<file path="config.mk">
export PLATFORM = sky130hd
export DESIGN_NAME = integer_upscale_letterbox_core
export DESIGN_NICKNAME = d
export VERILOG_FILES = /design/src/hdl/iul_pkg.sv /design/src/hdl/iul_regs.sv /design/src/hdl/iul_ctrl.sv /design/src/hdl/iul_datapath.sv /design/src/hdl/integer_upscale_letterbox_core.sv
export SDC_FILE = /design/constraint.sdc
export NUM_CORES = 1
export LEC_CHECK = 0
export BUFFER_PORTS_ARGS = -buffer_cell sky130_fd_sc_hd__buf_2
export CAP_MARGIN = 20
export CORE_ASPECT_RATIO = 0.9
export CORE_MARGIN = 4
export CORE_UTILIZATION = 60
export CTS_CLUSTER_DIAMETER = 100
export CTS_CLUSTER_SIZE = 30
export DETAILED_ROUTE_END_ITERATION = 6
export PLACE_DENSITY = 0.85
export SYNTH_ARGS = -nofsm -noshare
export SYNTH_HDL_FRONTEND = slang
export SYNTH_SLANG_ARGS = --single-unit
</file>
<file path="constraint.sdc">
create_clock -name clk -period 20.2 [get_ports clk]
set_input_delay 1.01 -clock clk [delete_from_list [all_inputs] [get_ports clk]]
set_output_delay 1.01 -clock clk [all_outputs]
set_load 0.02 [all_outputs]
</file>
<file path="src/hdl/iul_pkg.sv">
// Package for the integer upscale letterbox core.
// Holds frame constants, field widths, register indexes, controller types and the fit function.
// Depends on nothing; every other file of the block imports it.
`default_nettype none

package iul_pkg;

  localparam int OUT_WIDTH  = 1280;
  localparam int OUT_HEIGHT = 720;
  localparam int MAX_FACTOR = 8;

  localparam int COL_W    = 11;
  localparam int ROW_W    = 10;
  localparam int COLOR_W  = 16;
  localparam int FACTOR_W = $clog2(MAX_FACTOR + 1);
  localparam int POSX_W   = 16;
  localparam int POSY_W   = 15;

  localparam int APB_ADDR_W = 4;
  localparam int APB_DATA_W = 32;

  typedef enum logic [1:0] {
    REG_ASPECT_LOCK   = 2'd0,
    REG_SOURCE_WIDTH  = 2'd1,
    REG_SOURCE_HEIGHT = 2'd2,
    REG_UNUSED        = 2'd3
  } reg_index_t;

  typedef enum logic [2:0] {
    S_IDLE,
    S_FACTOR,
    S_PRODUCT,
    S_BASE,
    S_COUNT,
    S_EMIT
  } state_t;

  typedef struct packed {
    logic load;
    logic factor;
    logic product;
    logic base;
    logic count;
    logic step;
  } dp_cmd_t;

  typedef struct packed {
    logic empty;
    logic last;
  } dp_status_t;

  // Fit factor limited to 1..MAX_FACTOR: one plus the number of factors
  // from two upward whose scaled size still fits the frame.
  function automatic logic [FACTOR_W-1:0] fit_factor(input logic [POSX_W-1:0] size,
                                                     input logic [POSX_W-1:0] frame);
    logic [FACTOR_W-1:0] n;
    n = FACTOR_W'(1);
    for (int f = 2; f <= MAX_FACTOR; f++) begin
      if (size * POSX_W'(f) <= frame) begin
        n = n + 1'b1;
      end
    end
    return n;
  endfunction

endpackage

`default_nettype wire

</file>
<file path="src/hdl/iul_regs.sv">
// Configuration register file of the integer upscale letterbox core.
// APB-style write and read access to aspect lock and the source frame size.
// Depends on iul_pkg.
`default_nettype none

module iul_regs (
  input  wire logic                             clk,
  input  wire logic                             rst,
  input  wire logic                             psel,
  input  wire logic                             penable,
  input  wire logic                             pwrite,
  input  wire logic [iul_pkg::APB_ADDR_W-1:0]   paddr,
  input  wire logic [iul_pkg::APB_DATA_W-1:0]   pwdata,
  output logic      [iul_pkg::APB_DATA_W-1:0]   prdata,
  output logic                                  pready,
  output logic                                  aspect_lock,
  output logic      [iul_pkg::COL_W-1:0]        source_width,
  output logic      [iul_pkg::ROW_W-1:0]        source_height
);
  import iul_pkg::*;

  reg_index_t index;
  logic       wr_en;

  assign index  = reg_index_t'(paddr[APB_ADDR_W-1:2]);
  assign wr_en  = psel & penable & pwrite;
  assign pready = 1'b1;

  always_ff @(posedge clk) begin
    if (rst) begin
      aspect_lock   <= 1'b0;
      source_width  <= COL_W'(320);
      source_height <= ROW_W'(240);
    end else if (wr_en) begin
      unique case (index)
        REG_ASPECT_LOCK:   aspect_lock   <= pwdata[0];
        REG_SOURCE_WIDTH:  source_width  <= pwdata[COL_W-1:0];
        REG_SOURCE_HEIGHT: source_height <= pwdata[ROW_W-1:0];
        default: ;
      endcase
    end
  end

  always_comb begin
    unique case (index)
      REG_ASPECT_LOCK:   prdata = APB_DATA_W'(aspect_lock);
      REG_SOURCE_WIDTH:  prdata = APB_DATA_W'(source_width);
      REG_SOURCE_HEIGHT: prdata = APB_DATA_W'(source_height);
      default:           prdata = '0;
    endcase
  end

endmodule

`default_nettype wire

</file>
<file path="src/hdl/iul_ctrl.sv">
// Controller of the integer upscale letterbox core.
// Sequences factor, product, base and count steps, then paces the write loop.
// Depends on iul_pkg.
`default_nettype none

module iul_ctrl (
  input  wire logic                  clk,
  input  wire logic                  rst,
  input  wire logic                  in_valid,
  output logic                       in_ready,
  output logic                       out_valid,
  input  wire logic                  out_ready,
  output iul_pkg::dp_cmd_t           cmd,
  input  wire iul_pkg::dp_status_t   status
);
  import iul_pkg::*;

  state_t state;
  state_t state_next;

  always_ff @(posedge clk) begin
    if (rst) begin
      state <= S_IDLE;
    end else begin
      state <= state_next;
    end
  end

  always_comb begin
    state_next = state;
    cmd        = '0;
    in_ready   = 1'b0;
    out_valid  = 1'b0;
    unique case (state)
      S_IDLE: begin
        in_ready = 1'b1;
        if (in_valid) begin
          cmd.load   = 1'b1;
          state_next = S_FACTOR;
        end
      end
      S_FACTOR: begin
        cmd.factor = 1'b1;
        state_next = S_PRODUCT;
      end
      S_PRODUCT: begin
        cmd.product = 1'b1;
        state_next  = S_BASE;
      end
      S_BASE: begin
        cmd.base   = 1'b1;
        state_next = S_COUNT;
      end
      S_COUNT: begin
        cmd.count  = 1'b1;
        state_next = S_EMIT;
      end
      S_EMIT: begin
        if (status.empty) begin
          state_next = S_IDLE;
        end else begin
          out_valid = 1'b1;
          if (out_ready) begin
            cmd.step = 1'b1;
            if (status.last) begin
              state_next = S_IDLE;
            end
          end
        end
      end
      default: state_next = S_IDLE;
    endcase
  end

endmodule

`default_nettype wire

</file>
<file path="src/hdl/iul_datapath.sv">
// Datapath of the integer upscale letterbox core.
// Holds the word, the factors, offsets, start position and the replica counters.
// Depends on iul_pkg.
`default_nettype none

module iul_datapath (
  input  wire logic                          clk,
  input  wire logic                          aspect_lock,
  input  wire logic [iul_pkg::COL_W-1:0]     source_width,
  input  wire logic [iul_pkg::ROW_W-1:0]     source_height,
  input  wire logic [iul_pkg::COL_W-1:0]     column,
  input  wire logic [iul_pkg::ROW_W-1:0]     row,
  input  wire logic [iul_pkg::COLOR_W-1:0]   color,
  input  wire iul_pkg::dp_cmd_t              cmd,
  output iul_pkg::dp_status_t                status,
  output logic      [iul_pkg::COL_W-1:0]     out_x,
  output logic      [iul_pkg::ROW_W-1:0]     out_y,
  output logic      [iul_pkg::COLOR_W-1:0]   out_color,
  output logic                               final_res
);
  import iul_pkg::*;

  localparam logic [POSX_W-1:0] FRAME_X = POSX_W'(OUT_WIDTH);
  localparam logic [POSY_W-1:0] FRAME_Y = POSY_W'(OUT_HEIGHT);

  logic [COL_W-1:0]    col_q;
  logic [ROW_W-1:0]    row_q;
  logic [COL_W-1:0]    sw_eff;
  logic [ROW_W-1:0]    sh_eff;
  logic [FACTOR_W-1:0] fit_x;
  logic [FACTOR_W-1:0] fit_y;
  logic [FACTOR_W-1:0] fx;
  logic [FACTOR_W-1:0] fy;
  logic [POSX_W-1:0]   used_x;
  logic [POSY_W-1:0]   used_y;
  logic [POSX_W-1:0]   col_scaled;
  logic [POSY_W-1:0]   row_scaled;
  logic [POSX_W-1:0]   off_x;
  logic [POSY_W-1:0]   off_y;
  logic [POSX_W-1:0]   x0;
  logic [POSY_W-1:0]   y0;
  logic [POSX_W-1:0]   room_x;
  logic [POSY_W-1:0]   room_y;
  logic [FACTOR_W-1:0] nx;
  logic [FACTOR_W-1:0] ny;
  logic [FACTOR_W-1:0] nx_next;
  logic [FACTOR_W-1:0] ny_next;
  logic [FACTOR_W-1:0] rx;
  logic [FACTOR_W-1:0] ry;
  logic [COL_W-1:0]    x_start;
  logic                row_end;

  assign sw_eff = (source_width == '0) ? COL_W'(1) : source_width;
  assign sh_eff = (source_height == '0) ? ROW_W'(1) : source_height;
  assign fit_x  = fit_factor(POSX_W'(sw_eff), FRAME_X);
  assign fit_y  = fit_factor(POSX_W'(sh_eff), POSX_W'(OUT_HEIGHT));

  assign off_x  = (used_x >= FRAME_X) ? '0 : ((FRAME_X - used_x) >> 1);
  assign off_y  = (used_y >= FRAME_Y) ? '0 : ((FRAME_Y - used_y) >> 1);

  assign room_x  = FRAME_X - x0;
  assign room_y  = FRAME_Y - y0;
  assign nx_next = (x0 >= FRAME_X) ? '0 :
                   (room_x < POSX_W'(fx)) ? room_x[FACTOR_W-1:0] : fx;
  assign ny_next = (y0 >= FRAME_Y) ? '0 :
                   (room_y < POSY_W'(fy)) ? room_y[FACTOR_W-1:0] : fy;

  assign row_end      = (rx == nx - 1'b1);
  assign status.empty = (nx == '0) || (ny == '0);
  assign status.last  = row_end && (ry == ny - 1'b1);
  assign final_res    = status.last;

  always_ff @(posedge clk) begin
    if (cmd.load) begin
      col_q     <= column;
      row_q     <= row;
      out_color <= color;
    end
    if (cmd.factor) begin
      if (aspect_lock) begin
        fx <= (fit_x < fit_y) ? fit_x : fit_y;
        fy <= (fit_x < fit_y) ? fit_x : fit_y;
      end else begin
        fx <= fit_x;
        fy <= fit_y;
      end
    end
    if (cmd.product) begin
      used_x     <= POSX_W'(sw_eff) * POSX_W'(fx);
      used_y     <= POSY_W'(sh_eff) * POSY_W'(fy);
      col_scaled <= POSX_W'(col_q) * POSX_W'(fx);
      row_scaled <= POSY_W'(row_q) * POSY_W'(fy);
    end
    if (cmd.base) begin
      x0 <= off_x + col_scaled;
      y0 <= off_y + row_scaled;
    end
    if (cmd.count) begin
      nx      <= nx_next;
      ny      <= ny_next;
      rx      <= '0;
      ry      <= '0;
      x_start <= x0[COL_W-1:0];
      out_x   <= x0[COL_W-1:0];
      out_y   <= y0[ROW_W-1:0];
    end else if (cmd.step) begin
      if (row_end) begin
        rx    <= '0;
        ry    <= ry + 1'b1;
        out_x <= x_start;
        out_y <= out_y + 1'b1;
      end else begin
        rx    <= rx + 1'b1;
        out_x <= out_x + 1'b1;
      end
    end
  end

endmodule

`default_nettype wire

</file>
<file path="src/hdl/integer_upscale_letterbox_core.sv">
// Top level of the integer upscale letterbox core.
// Joins the register file, the controller and the datapath.
// Depends on iul_pkg, iul_regs, iul_ctrl and iul_datapath.
//
// A source pixel word (column, row, color) enters on the in_valid/in_ready
// channel. The block replicates it into factor_x by factor_y destination
// words on the out_valid/out_ready channel, row of replicas by row, and
// drops the ones that fall off the 1280 by 720 frame. final_res marks the
// last word sent for a pixel; a pixel whose writes all fall off sends none.
// Factors and centering offsets follow the aspect_lock, source_width and
// source_height registers, which must be written over the APB-style port
// only while idle; the user is bound by this, and the block itself does not
// enforce it. One pixel is taken at a time. After acceptance, the setup
// steps for factors, products, offsets and counts precede the first word,
// and then one word leaves per cycle while out_ready is high.
// A stalled receiver holds the current word and freezes the replica loop.
// Reset returns the registers to stretch mode, 320 by 240, and the
// controller to idle with no word pending.
`default_nettype none

module integer_upscale_letterbox_core (
  input  wire logic                             clk,
  input  wire logic                             rst,
  input  wire logic                             psel,
  input  wire logic                             penable,
  input  wire logic                             pwrite,
  input  wire logic [iul_pkg::APB_ADDR_W-1:0]   paddr,
  input  wire logic [iul_pkg::APB_DATA_W-1:0]   pwdata,
  output logic      [iul_pkg::APB_DATA_W-1:0]   prdata,
  output logic                                  pready,
  input  wire logic                             in_valid,
  output logic                                  in_ready,
  input  wire logic [iul_pkg::COL_W-1:0]        column,
  input  wire logic [iul_pkg::ROW_W-1:0]        row,
  input  wire logic [iul_pkg::COLOR_W-1:0]      color,
  output logic                                  out_valid,
  input  wire logic                             out_ready,
  output logic      [iul_pkg::COL_W-1:0]        out_x,
  output logic      [iul_pkg::ROW_W-1:0]        out_y,
  output logic      [iul_pkg::COLOR_W-1:0]      out_color,
  output logic                                  final_res
);
  import iul_pkg::*;

  logic               aspect_lock;
  logic [COL_W-1:0]   source_width;
  logic [ROW_W-1:0]   source_height;
  dp_cmd_t            cmd;
  dp_status_t         status;

  iul_regs u_regs (
    .clk           (clk),
    .rst           (rst),
    .psel          (psel),
    .penable       (penable),
    .pwrite        (pwrite),
    .paddr         (paddr),
    .pwdata        (pwdata),
    .prdata        (prdata),
    .pready        (pready),
    .aspect_lock   (aspect_lock),
    .source_width  (source_width),
    .source_height (source_height)
  );

  iul_ctrl u_ctrl (
    .clk       (clk),
    .rst       (rst),
    .in_valid  (in_valid),
    .in_ready  (in_ready),
    .out_valid (out_valid),
    .out_ready (out_ready),
    .cmd       (cmd),
    .status    (status)
  );

  iul_datapath u_datapath (
    .clk           (clk),
    .aspect_lock   (aspect_lock),
    .source_width  (source_width),
    .source_height (source_height),
    .column        (column),
    .row           (row),
    .color         (color),
    .cmd           (cmd),
    .status        (status),
    .out_x         (out_x),
    .out_y         (out_y),
    .out_color     (out_color),
    .final_res     (final_res)
  );

endmodule

`default_nettype wire

</file>
Word level (Yosys, flattened, before mapping)
Index checks and enable logic that the tools add are counted.
Word-level totals
  flip-flop bits (word level): 207
  bits of input ports: 80
  output and inout bits: 73
  logic and storage cells: 157
Operators by class
  add/subtract/negate cells: 24
  $mul: 12
  order comparisons: 21
  equal/unequal tests: 12
  muxes and demuxes: 48
  bitwise logic cells: 2
  reduce and logical (&&, ||, !) cells: 16
Operator list (count)
  $mux W4: 18
  $le A14 B11 Y1 const B: 4
  $le A13 B10 Y1 const B: 4
  $add A4 B1 Y4 const B: 12
  $mux W11: 4
  $mux W10: 4
  $pmux W11 S3: 1
  $mul A11 B4 Y15: 2
  $mul A10 B4 Y14: 2
  $mul A11 B3 Y14 const B: 2
  $le A13 B11 Y1 const B: 2
  $mul A10 B3 Y13 const B: 2
  $mul A11 B2 Y13 const B: 2
  $le A12 B10 Y1 const B: 2
  $mul A10 B2 Y12 const B: 2
  $pmux W3 S6: 1
  $add A16 B15 Y16: 1
  $ge A16 B11 Y1 const B: 1
  $lt A16 B4 Y1: 1
  $sub A11 B15 Y16 const A: 1
  $sub A11 B16 Y16 const A: 1
  $add A15 B14 Y15: 1
  $ge A15 B10 Y1 const B: 1
  $ge A15 B11 Y1 const B: 1
  other kinds (35): 63

Depth between registers and ports, before layout
  depth after elaboration: 19
  gate-level depth with buffers: 37

Cells and area by module
A second synthesis with hierarchy kept.
Unflattened totals
  cells, all modules: 2110
  area, all modules: 19936.6 µm²
By module, submodules not included
  iul_datapath: times used 1, cells an instance 1953, area each 18465.2 µm², sequential area each 5385.2 µm²
  iul_regs: times used 1, cells an instance 134, area each 1273.7 µm², sequential area each 440.4 µm²
  iul_ctrl: times used 1, cells an instance 23, area each 197.7 µm², sequential area each 60.1 µm²

Worst setup path before layout
OpenSTA, ideal clock, no wires.
  path type: register to register
  start: register u_regs.source_width[6] (netlist name)
  end: register u_datapath.fy[1] (data pin)
  library setup time: 0.262 ns
  arrival: 7.149 ns
  slack: 12.789 ns
  stages on the path, launching flop included: 35
  path buffers: 2
  clock period less this slack: 7.411 ns
  cell sequence: dfxtp_1 > inv_1 > ha_1 > and2_0 > nand4_1 > clkbuf_1 > and2_1 > clkbuf_1 > inv_1 > fa_1 > nor2b_1 > o21bai_1 > a31o_2 > a21oi_1 > xor2_1 > nor2_1 > nor2_1 > o21ai_0 > nand2_1 > fa_1 > a21boi_0 > nor3_1 > or2_2 > inv_1 > ha_1 > mux2_2 > ha_1 > nor2b_1 > xnor2_1 > xnor2_1 > ha_1 > a21o_1 > a21oi_1 > and3_1 > mux2_1
On the way
  word-level cells in the longest chain between the ends: 19
  elaborated cells on any way between the ends: 29
  classes of those cells: 6 x add/sub; 4 x mul; 8 x order compare; 10 x mux; 1 x reduce/logical
Ends and longest elaborated chain
  start: declaration: RTL line iul_regs.sv:17  | output logic [iul_pkg::COL_W-1:0] source_width,
  start signal: assignment: RTL line iul_regs.sv:37  | REG_SOURCE_WIDTH: source_width <= pwdata[COL_W-1:0];
  $logic_not A11 Y1: RTL line iul_datapath.sv:53  | assign sw_eff = (source_width == '0) ? COL_W'(1) : source_width;
  $mux W11 (*): RTL line iul_datapath.sv:53
  parallel branches: the longest is 13 deep, another holds $mul A11 B2 Y13
  $mux W4 (*): RTL line iul_pkg.sv:59  | if (size * POSX_W'(f) <= frame) begin
  $lt A4 B4 Y1: RTL line iul_datapath.sv:82  | fy <= (fit_x < fit_y) ? fit_x : fit_y;
  $mux W4 (*): RTL line iul_datapath.sv:82
  $mux W4 (*): RTL line iul_datapath.sv:80  | if (aspect_lock) begin
  end signal: assignment: RTL line iul_datapath.sv:82
  end signal: assignment: RTL line iul_datapath.sv:85  | fy <= fit_y;
  end: declaration: RTL line iul_datapath.sv:33  | logic [FACTOR_W-1:0] fy;
Mark *: on every way between the ends.
A chain may end at the register's enable or synchronous reset.

Final worst setup path
  start: register u_regs.source_width[10] (netlist name)
  end: register u_datapath.fy[1] (data pin)
The elaborated chain is that of the path after synthesis.

==> metrics.yaml <==
clock_network:
  insertion_delay_ns: 0.50
  hold_buffers: 0
  numCtsBuffers: 12
  clkSinkCount: 207
  cts_resized: 0
  cts_setup_buffers: 0
  clk_pin_slew_ns: 0.10
  cts_tree: "done"
  h-tree-depth: 1
  cts-root-buf: "clkbuf_16"
  cts_buffer_depth: 3
synth:
  seq_area_frac_synth_pct: 30.3
  yosysTopAreaCellShare_pct: 26.9
  synth_area_um2: 19500
  avgSynthCellArea_um2: 9.34
  syn_inst: 2083
  synthTopCellsByArea: "edfxtp_1, ha_1, fa_1"
  yosys_warnings: 0
  synth_most_common_cell: "ha_1"
  ys.flop_type: "edfxtp_1"
  synth-edff-count: 174
  synth_common_cells: "ha_1, nand2_1, inv_1"
  async_flop_share_pct: 0
  ys_seq_elements: 207
  synth_cell_types: 83
  synth_top_area_cell: "edfxtp_1"
layout:
  ff_latch_area_um2: 5890
  instances_no_fill: 2597
  multi_input_area_um2: 12500
  post-route-util_pct: 65.0
  fillCellCount: 2495
  syn_to_final_growth_pct: 6.78
  fin_nets: 2589
  final_area_um2: 20800
  drive_gt1_share_pct: 7.61
worst_setup_path:
  r2r_end: "u_datapath.fy[1]"
  rrSetupSlack_ns: 11.57
  worst-setup-path-type: "flop to flop"
  cp_slowest_cell: "fa_1"
  critPathMaxFanout: 13
  setup.worst_path.start_class: "flop"
  end_kind: "flop"
  critical_path.most_common_cell: "ha_1"
  rr_worst_depth: 30
  cp_slowest_stage_delay_ns: 0.68
  cp.arrival_ns: 8.86
  r2r_start: "u_regs.source_width[10]"
  cp_data_required_time_ns: 20.44
place:
  gp_congestion: 0.930
  pre_cts_ws_ns: 11.76
  dpl_cell_area_um2: 20400
  dp.cells: 2575
  post-dp-hpwl_mm: 33.0
  port_buffers: 107
route:
  wl_mm: 41.7
  drc: 0
  post_drt_wl_per_cell_um: 16.1
  vias_per_cell: 5.81
  postRouteAntennaNets: 0
  drt_pass1_iterations: 5
  drt_iter0_drc: 1023
  vias: 15100
global_route:
  grt_pass1_wl_mm: 69.4
  grt_pass1_vias: 14900
  overflow: 0
  grt_max_degree: 60
  track_usage_pct: 23.3
  antenna_found_initial: 2
timing:
  setup_tns_ns: 0
  hold_slack_ns: 0.527
  slew_headroom_pct: 26.5
  fin_skew_ns: 0.0380
  fin_crit_sh_pct: 42.7
  final_hold_viol_count: 0
  setup_violations: 0
  tightest_slew_ns: 1.10
  timing.fmax_ghz: 0.116
  maxSlewViolCount: 0
  fin_crit_ns: 8.63
  rsz0062_at_grt: "no"
  fin_ws_ns: 11.57
min_path:
  holdPathEnd: "u_datapath.x_start[0]"
  holdCritStartpoint: "u_datapath.x0[0]"
  worstHoldPathCells: 0
  hp-class: "flop to flop"
pwr:
  ir_drop_v: 0.0000553
  power_leakage_nw: 9.53
  p_total_mw: 1.60
  power.density_nw_per_um2: 77.1
die:
  core-area_um2: 32000
  top_level_ports: 153
  die_h_um: 179
  start_util_pct: 60.9
  placementRows: 62
  die_w_um: 198
  dieArea_um2: 35400
job:
  maxCapViolCount: 0
status:
  status: "complete, no violations"
[metal layers]
metal,up-vias,GRT usage (%),wire (µm)
li1,7336,-,-
met1,7221,31.4,18200
met2,466,40.5,20000
met3,68,2.97,2680
met4,2,5.31,755
met5,-,0,7
[placed cells by master, fill, tap and decap left out, types with 11 or more instances in the layout]
master / synthesis / routed
a211oi_1: 16 / 16
a21boi_0: 12 / 12
a21o_1: 26 / 26
a21oi_1: 117 / 117
a31oi_1: 13 / 13
and2_1: 66 / 65
and3_1: 19 / 19
buf_2: 2 / 107
buf_4: 23 / 11
clkbuf_16: 0 / 13
conb_1: 2 / 29
dfxtp_1: 33 / 33
edfxtp_1: 174 / 174
fa_1: 94 / 94
ha_1: 241 / 241
inv_1: 215 / 215
mux2i_1: 19 / 19
nand2_1: 219 / 219
nand2b_1: 20 / 20
nand3_1: 28 / 28
nand4_1: 18 / 18
nor2_1: 165 / 165
nor2b_1: 26 / 26
nor3_1: 28 / 28
nor4_1: 14 / 13
o21a_1: 18 / 18
o21ai_0: 97 / 97
o21bai_1: 14 / 14
xnor2_1: 110 / 110
xor2_1: 42 / 42
[logic make-up after synthesis]
family,Yosys count,share of synthesized area [%]
XOR/XNOR,156,7.31
AND/OR/NAND/NOR,664,16.5
adder cells (fa/ha/maj),335,25.2
flip-flops,207,30.3
multiplexers,27,1.50
AO/OA/AOI/OAI,405,13.2
other,2,0.0386
buffers and inverters,287,5.99
[registers in the layout, summed over array words and instances, names as in the netlist, 14 cells and up]
signal                 flops
u_datapath.used_y         14
u_datapath.y0             15
u_datapath.out_color      16
u_datapath.used_x         15
u_datapath.row_scaled     14
u_datapath.x0             16
u_datapath.col_scaled     15
[worst max-delay path, delay by kind of cell, from the launching register on]
family | cells | cell delay, ns
and+or+nand+nor | 10 | 2.40
adders and majority gates | 5 | 1.90
xor gates and xnor gates | 3 | 0.61
muxes | 2 | 0.61
buffers and inverters | 3 | 0.71
DFF | 1 | 0.53
AOI/OAI and AO/OA | 7 | 1.62
[report_power, final]
| part | internal [mW] | switching, mW | total (mW) | leakage (nW) |
|---|---|---|---|---|
| clock network | 0.126 | 0.154 | 0.280 | 0.198 |
| registers | 0.568 | 0.0559 | 0.624 | 1.87 |
| logic | 0.306 | 0.392 | 0.697 | 7.46 |
| total | 1.00 | 0.602 | 1.60 | 9.53 |
[how the worst max path moves through the flow]
stage          slack, ns  cells after the start                to               startpoint
6_report           11.57                     30  u_datapath.fy[1]  u_regs.source_width[10]
5_1_grt            11.08                     28  u_datapath.fy[1]   u_regs.source_width[8]
4_1_cts            11.72                     30  u_datapath.fy[1]  u_regs.source_width[10]
3_5_place_dp       11.76                     30  u_datapath.fy[1]  u_regs.source_width[10]
3_3_place_gp       11.99                     27  u_datapath.fy[1]  u_regs.source_height[8]
2_1_floorplan      12.79                     34  u_datapath.fy[1]   u_regs.source_width[6]
[area by class of cell]
cell class / count / share of cell area (%)
Antenna cell: 1 / 0.0120
Tap cell: 416 / 2.51
Clock inverter: 5 / 0.361
Timing Repair Buffer: 118 / 2.98
Sequential cell: 207 / 28.3
Multi-Input combinational cell: 1616 / 60.3
Inverter: 219 / 3.96
Clock buffer: 15 / 1.60
Power figures use the tool's default switching activity.
